`src/rtl/keyword_mask_line_macros.svh`:
```
// Assertion helpers shared by the keyword mask line modules.
// Both forms assume a clock named clk and an active-low reset named arst_n.
`ifndef KEYWORD_MASK_LINE_MACROS_SVH
`define KEYWORD_MASK_LINE_MACROS_SVH
`ifndef SYNTHESIS
`define KML_ASSERT(lbl, prop, msg) \
	lbl: assert property (@(posedge clk) disable iff (!arst_n) prop) else $error(msg);
`define KML_NEVER(lbl, cond, msg) \
	`KML_ASSERT(lbl, !(cond), msg)
`else
`define KML_ASSERT(lbl, prop, msg)
`define KML_NEVER(lbl, cond, msg)
`endif
`endif

```
`src/rtl/kml_pkg.sv`:
```
`timescale 1ns / 1ps
package kml_pkg;

	// Operation codes on the input port.
	localparam logic [2:0] OP_LOAD_CHAR = 3'd0;
	localparam logic [2:0] OP_SET_LEN   = 3'd1;
	localparam logic [2:0] OP_TEXT      = 3'd2;
	localparam logic [2:0] OP_READ_CNT  = 3'd3;
	localparam logic [2:0] OP_CLEAR     = 3'd4;

	// Result kinds.
	localparam logic KIND_TEXT  = 1'b0;
	localparam logic KIND_COUNT = 1'b1;

	localparam logic [15:0] MASK_UNIT = 16'h002A;
	localparam logic [15:0] COUNT_MAX = 16'hFFFF;

	// Entries in the command queue between front and back.
	localparam int CMDQ_DEPTH = 2;

	typedef enum logic [2:0] {
		CMD_WCHAR = 3'd0,
		CMD_WLEN  = 3'd1,
		CMD_TEXT  = 3'd2,
		CMD_READ  = 3'd3,
		CMD_CLEAR = 3'd4
	} cmd_kind_t;

	typedef struct packed {
		cmd_kind_t   kind;
		logic        word_ok;
		logic        char_ok;
		logic [4:0]  word_index;
		logic [3:0]  char_index;
		logic [15:0] code_unit;
		logic [4:0]  word_length;
		logic        line_end;
	} cmd_t;

	// Lower-case folding of a text unit before it is compared.
	function automatic logic [15:0] fold_unit(input logic [15:0] u);
		logic [15:0] r;
		r = u;
		if (u >= 16'h0041 && u <= 16'h005A) begin
			r = u + 16'h0020;
		end else if (u >= 16'h00C0 && u <= 16'h00DE && u != 16'h00D7) begin
			r = u + 16'h0020;
		end else if (u >= 16'h0410 && u <= 16'h042F) begin
			r = u + 16'h0020;
		end else if (u >= 16'h0400 && u <= 16'h040F) begin
			r = u + 16'h0050;
		end
		return r;
	endfunction

endpackage

```
`src/rtl/kml_cmdq.sv`:
```
`timescale 1ns / 1ps
`include "keyword_mask_line_macros.svh"
module kml_cmdq import kml_pkg::*; (
	input  logic clk,
	input  logic arst_n,
	input  logic push,
	input  cmd_t din,
	output logic full,
	input  logic pop,
	output cmd_t dout,
	output logic empty
);

	localparam int PTRW = $clog2(CMDQ_DEPTH);
	localparam int CNTW = $clog2(CMDQ_DEPTH + 1);

	cmd_t            mem_q [CMDQ_DEPTH];
	logic [PTRW-1:0] wptr_q;
	logic [PTRW-1:0] rptr_q;
	logic [CNTW-1:0] count_q;
	logic            do_push;
	logic            do_pop;

	assign full    = count_q == CNTW'(CMDQ_DEPTH);
	assign empty   = count_q == '0;
	assign do_push = push && !full;
	assign do_pop  = pop && !empty;
	assign dout    = mem_q[rptr_q];

	always_ff @(posedge clk) begin
		if (do_push) begin
			mem_q[wptr_q] <= din;
		end
	end

	always_ff @(posedge clk or negedge arst_n) begin
		if (!arst_n) begin
			wptr_q  <= '0;
			rptr_q  <= '0;
			count_q <= '0;
		end else begin
			if (do_push) begin
				wptr_q <= (int'(wptr_q) == CMDQ_DEPTH - 1) ? '0 : wptr_q + 1'b1;
			end
			if (do_pop) begin
				rptr_q <= (int'(rptr_q) == CMDQ_DEPTH - 1) ? '0 : rptr_q + 1'b1;
			end
			if (do_push && !do_pop) begin
				count_q <= count_q + 1'b1;
			end else if (do_pop && !do_push) begin
				count_q <= count_q - 1'b1;
			end
		end
	end

	`KML_NEVER(a_cmdq_overfill, count_q > CNTW'(CMDQ_DEPTH), "command queue overfilled")
	`KML_NEVER(a_cmdq_push_full, push && full, "push into a full command queue")

endmodule

```
`config.mk`:
```
export PLATFORM = sky130hd
export DESIGN_NAME = kml_cmdq
export DESIGN_NICKNAME = d
export VERILOG_FILES = /design/src/rtl/kml_pkg.sv /design/src/rtl/kml_cmdq.sv
export VERILOG_INCLUDE_DIRS = /design/src /design/src/rtl
export SDC_FILE = /design/constraint.sdc
export NUM_CORES = 1
export LEC_CHECK = 0
export BUFFER_PORTS_ARGS = -buffer_cell sky130_fd_sc_hd__buf_4
export CAP_MARGIN = 40
export CORE_MARGIN = 1.5
export CORE_UTILIZATION = 56
export DETAILED_ROUTE_END_ITERATION = 10
export PLACE_DENSITY = 0.91
export REMOVE_ABC_BUFFERS = 1
export SETUP_SLACK_MARGIN = 0.1
export SLEW_MARGIN = 30
export SYNTH_ARGS = -nofsm -noshare
export SYNTH_HDL_FRONTEND = slang
export SYNTH_SLANG_ARGS = --single-unit
```
`constraint.sdc`:
```
create_clock -name clk -period 5.6 [get_ports clk]
set_clock_uncertainty 0.15 [all_clocks]
set_input_delay 0 -clock clk [delete_from_list [all_inputs] [get_ports clk]]
set_output_delay 0 -clock clk [all_outputs]
set_load 0.05 [all_outputs]
```
==> results.sh <==
export IMPL_syn_avg_cell_area_sq_um=22.47
export IMPL_cp_arrival_ps=1840
export IMPL_die_h_um=75.51
export IMPL_ys_seq_area_share_pct=76.84
export IMPL_synthCells=131
export IMPL_tightestPinTransition_ps=670.3
export IMPL_postCtsSetupBuffers=0
export IMPL_grt_overflow_total=0
export IMPL_final_cell_mix="buf_4, edfxtp_1, dlygate4sd3_1"
export IMPL_path_cells="mux2_2 > buf_4"
export IMPL_max_freq_mhz=503.5
export IMPL_path_clk_slew_ps=70
export IMPL_synthMuxAreaShare_pct=17.47
export IMPL_h_tree_depth=3
export IMPL_die_area_sq_mm=0.005701
export IMPL_crit_path_end_kind="output pin"
export IMPL_fin_tns_setup_ps=0
export IMPL_dr_pass1_iters=5
export IMPL_grt_pass1_wl_mm=8.245
export IMPL_n_antenna_cell=0
export IMPL_drc=0
export IMPL_drt_iter0_markers=124
export IMPL_crit_path_max_incr_delay_ps=860
export IMPL_rsz0062_at_grt="false"
export IMPL_whs_ps=233.5
export IMPL_synth_compound_area_share_pct=0.1700
export IMPL_cts_tree="yes"
export IMPL_wl_mm=5.793
export IMPL_yosys_area_share_simple_pct=0.9350
export IMPL_std_cell_rows=26
export IMPL_peakVddDrop_mv=0.4024
export IMPL_worst_slack_ps=3614
export IMPL_min_period_over_period_pct=35.47
export IMPL_p_total_mw=2.307
export IMPL_worstHoldPathType="primary input to flip-flop"
export IMPL_status="finished, final reports clean"
export IMPL_period_minus_slack_ps=1986
export IMPL_synthAdderAreaFrac_pct=0.4250
export IMPL_nets=298
export IMPL_clk_latency_ps=330
export IMPL_final_hold_violation_count=0
export IMPL_track_usage_pct=21.26
export IMPL_mostFrequentLayoutCell="buf_4"
export IMPL_clockBufferDepth=2
export IMPL_num_io_pins=78
export IMPL_place_congestion=0.6996
export IMPL_synth_top_family_by_area="multiplexers"
export IMPL_synth_xor_area_share_pct=1.487
export IMPL_root_buffer="clkbuf_8"
export IMPL_final_antenna_net_count=0
export IMPL_cp_slowest_cell="dfrtp_4"
export IMPL_final_cell_area_sq_mm=0.004164
export IMPL_placed_cells=275
export IMPL_viasPerCell=5.024
export IMPL_crit_required_ps=5450
export IMPL_post_place_ws_ps=3714
export IMPL_portBuffers=77
export IMPL_cp_buffers_inverters=1
export IMPL_cts_buffers=9
export IMPL_cp_start_kind="flip-flop"
export IMPL_slew_headroom_pct=55.31
export IMPL_hpwlAfterDp_mm=3.132
export IMPL_yosysUniqueCellTypes=15
export IMPL_ys_ff_latch=76
export IMPL_drv_cap=0
export IMPL_grt_pass1_vias=1628
export IMPL_setup_viol=0
export IMPL_netlist_area_sq_mm=0.002944
export IMPL_die_w_um=75.51
export IMPL_ys_warn_count=0
export IMPL_worst_setup_path_type="flip-flop to output pin"
export IMPL_wl_per_cell_um=17.45
export IMPL_p_per_area_mw_per_mm2=554.1
export IMPL_cpLargestDelayFamily="flip-flops"
export IMPL_core_sq_mm=0.005075
export IMPL_fin_util_pct=82.05
export IMPL_syn2layout_area_growth_pct=41.44
export IMPL_drv_slew=0
export IMPL_cts_sinks=76
export IMPL_initial_core_util_pct=58.01
export IMPL_stdcell_count=332
export IMPL_place_area_sq_mm=0.003578
export IMPL_antenna_found_initial=0
export IMPL_critPathMaxFanout=37
export IMPL_vias=1668
export IMPL_p_leak_nw=1.679
export IMPL_grt_max_degree=38
export IMPL_drive_gt1_share_pct=50.00
power breakdown:
| group | switching, mW | internal (mW) | leakage (nW) |
|---|---|---|---|
| Sequential | 0.113 | 0.781 | 0.715 |
| Clock | 0.189 | 0.154 | 0.0813 |
| Combinational | 0.646 | 0.425 | 0.883 |
cell type report:
class / instances / area (sq um)
Timing Repair Buffer: 119 / 1033
Multi-Input combinational cell: 49 / 611.8
Inverter: 2 / 7.507
Fill cell: 267 / 910.9
Sequential cell: 76 / 2266
Tap cell: 70 / 87.58
Clock buffer: 9 / 123.9
Clock inverter: 7 / 33.78
Yosys cell counts, drive strengths merged:
cell	number	area share (%)
nor2	3	0.38
xor2	2	0.60
o21ai	1	0.17
nand2b	1	0.21
ha	1	0.42
edfxtp	72	73
xnor2	3	0.89
and3	1	0.21
inv	2	0.26
buf	4	2.4
nand2	1	0.13
dfrtp	4	3.4
mux2	36	17
what timing repair did:
action	4_1_cts	5_1_grt
setup endpoints to repair	0	0
hold buffers	40	0
gates resized for setup	0	0
endpoints found under the hold margin	78	0
routing by layer:
metal  vias up  GRT usage (%)  part of all wire [%]
met5         -              0                     0
met4         0          13.69                   2.6
met3        12          3.836                   5.4
met2        69          36.26                    50
met1       832          24.86                    42
li1        755              -                     -
final timing paths:
kind | from | endpoint | slack, ps | depth (start not counted)
worst min-delay path | din[32] | mem_q[0][32] | 230 | 2
worst max register to register | count_q[0] | mem_q[0][32] | 3760 | 4
max in group asynchronous | arst_n | rptr_q | 4670 | 3
min in group asynchronous | arst_n | rptr_q | 430 | 3
worst min register to register | count_q[1] | count_q[1] | 370 | 1
worst max-delay path | rptr_q | dout[13] | 3610 | 2
cell families after synthesis:
family	count (synthesis)
XOR/XNOR	5
buffers and inverters	6
adder cells (fa/ha/maj)	1
AND/OR/NAND/NOR	6
AO/OA/AOI/OAI	1
flip-flops	76
multiplexers	36
state kept, by name, indices dropped and copies added (netlist names):
| register | cells |
|---|---|
| count_q | 2 |
| mem_q | 72 |
| rptr_q | 1 |
| wptr_q | 1 |
Note: power is estimated with default switching activity, not from simulation.
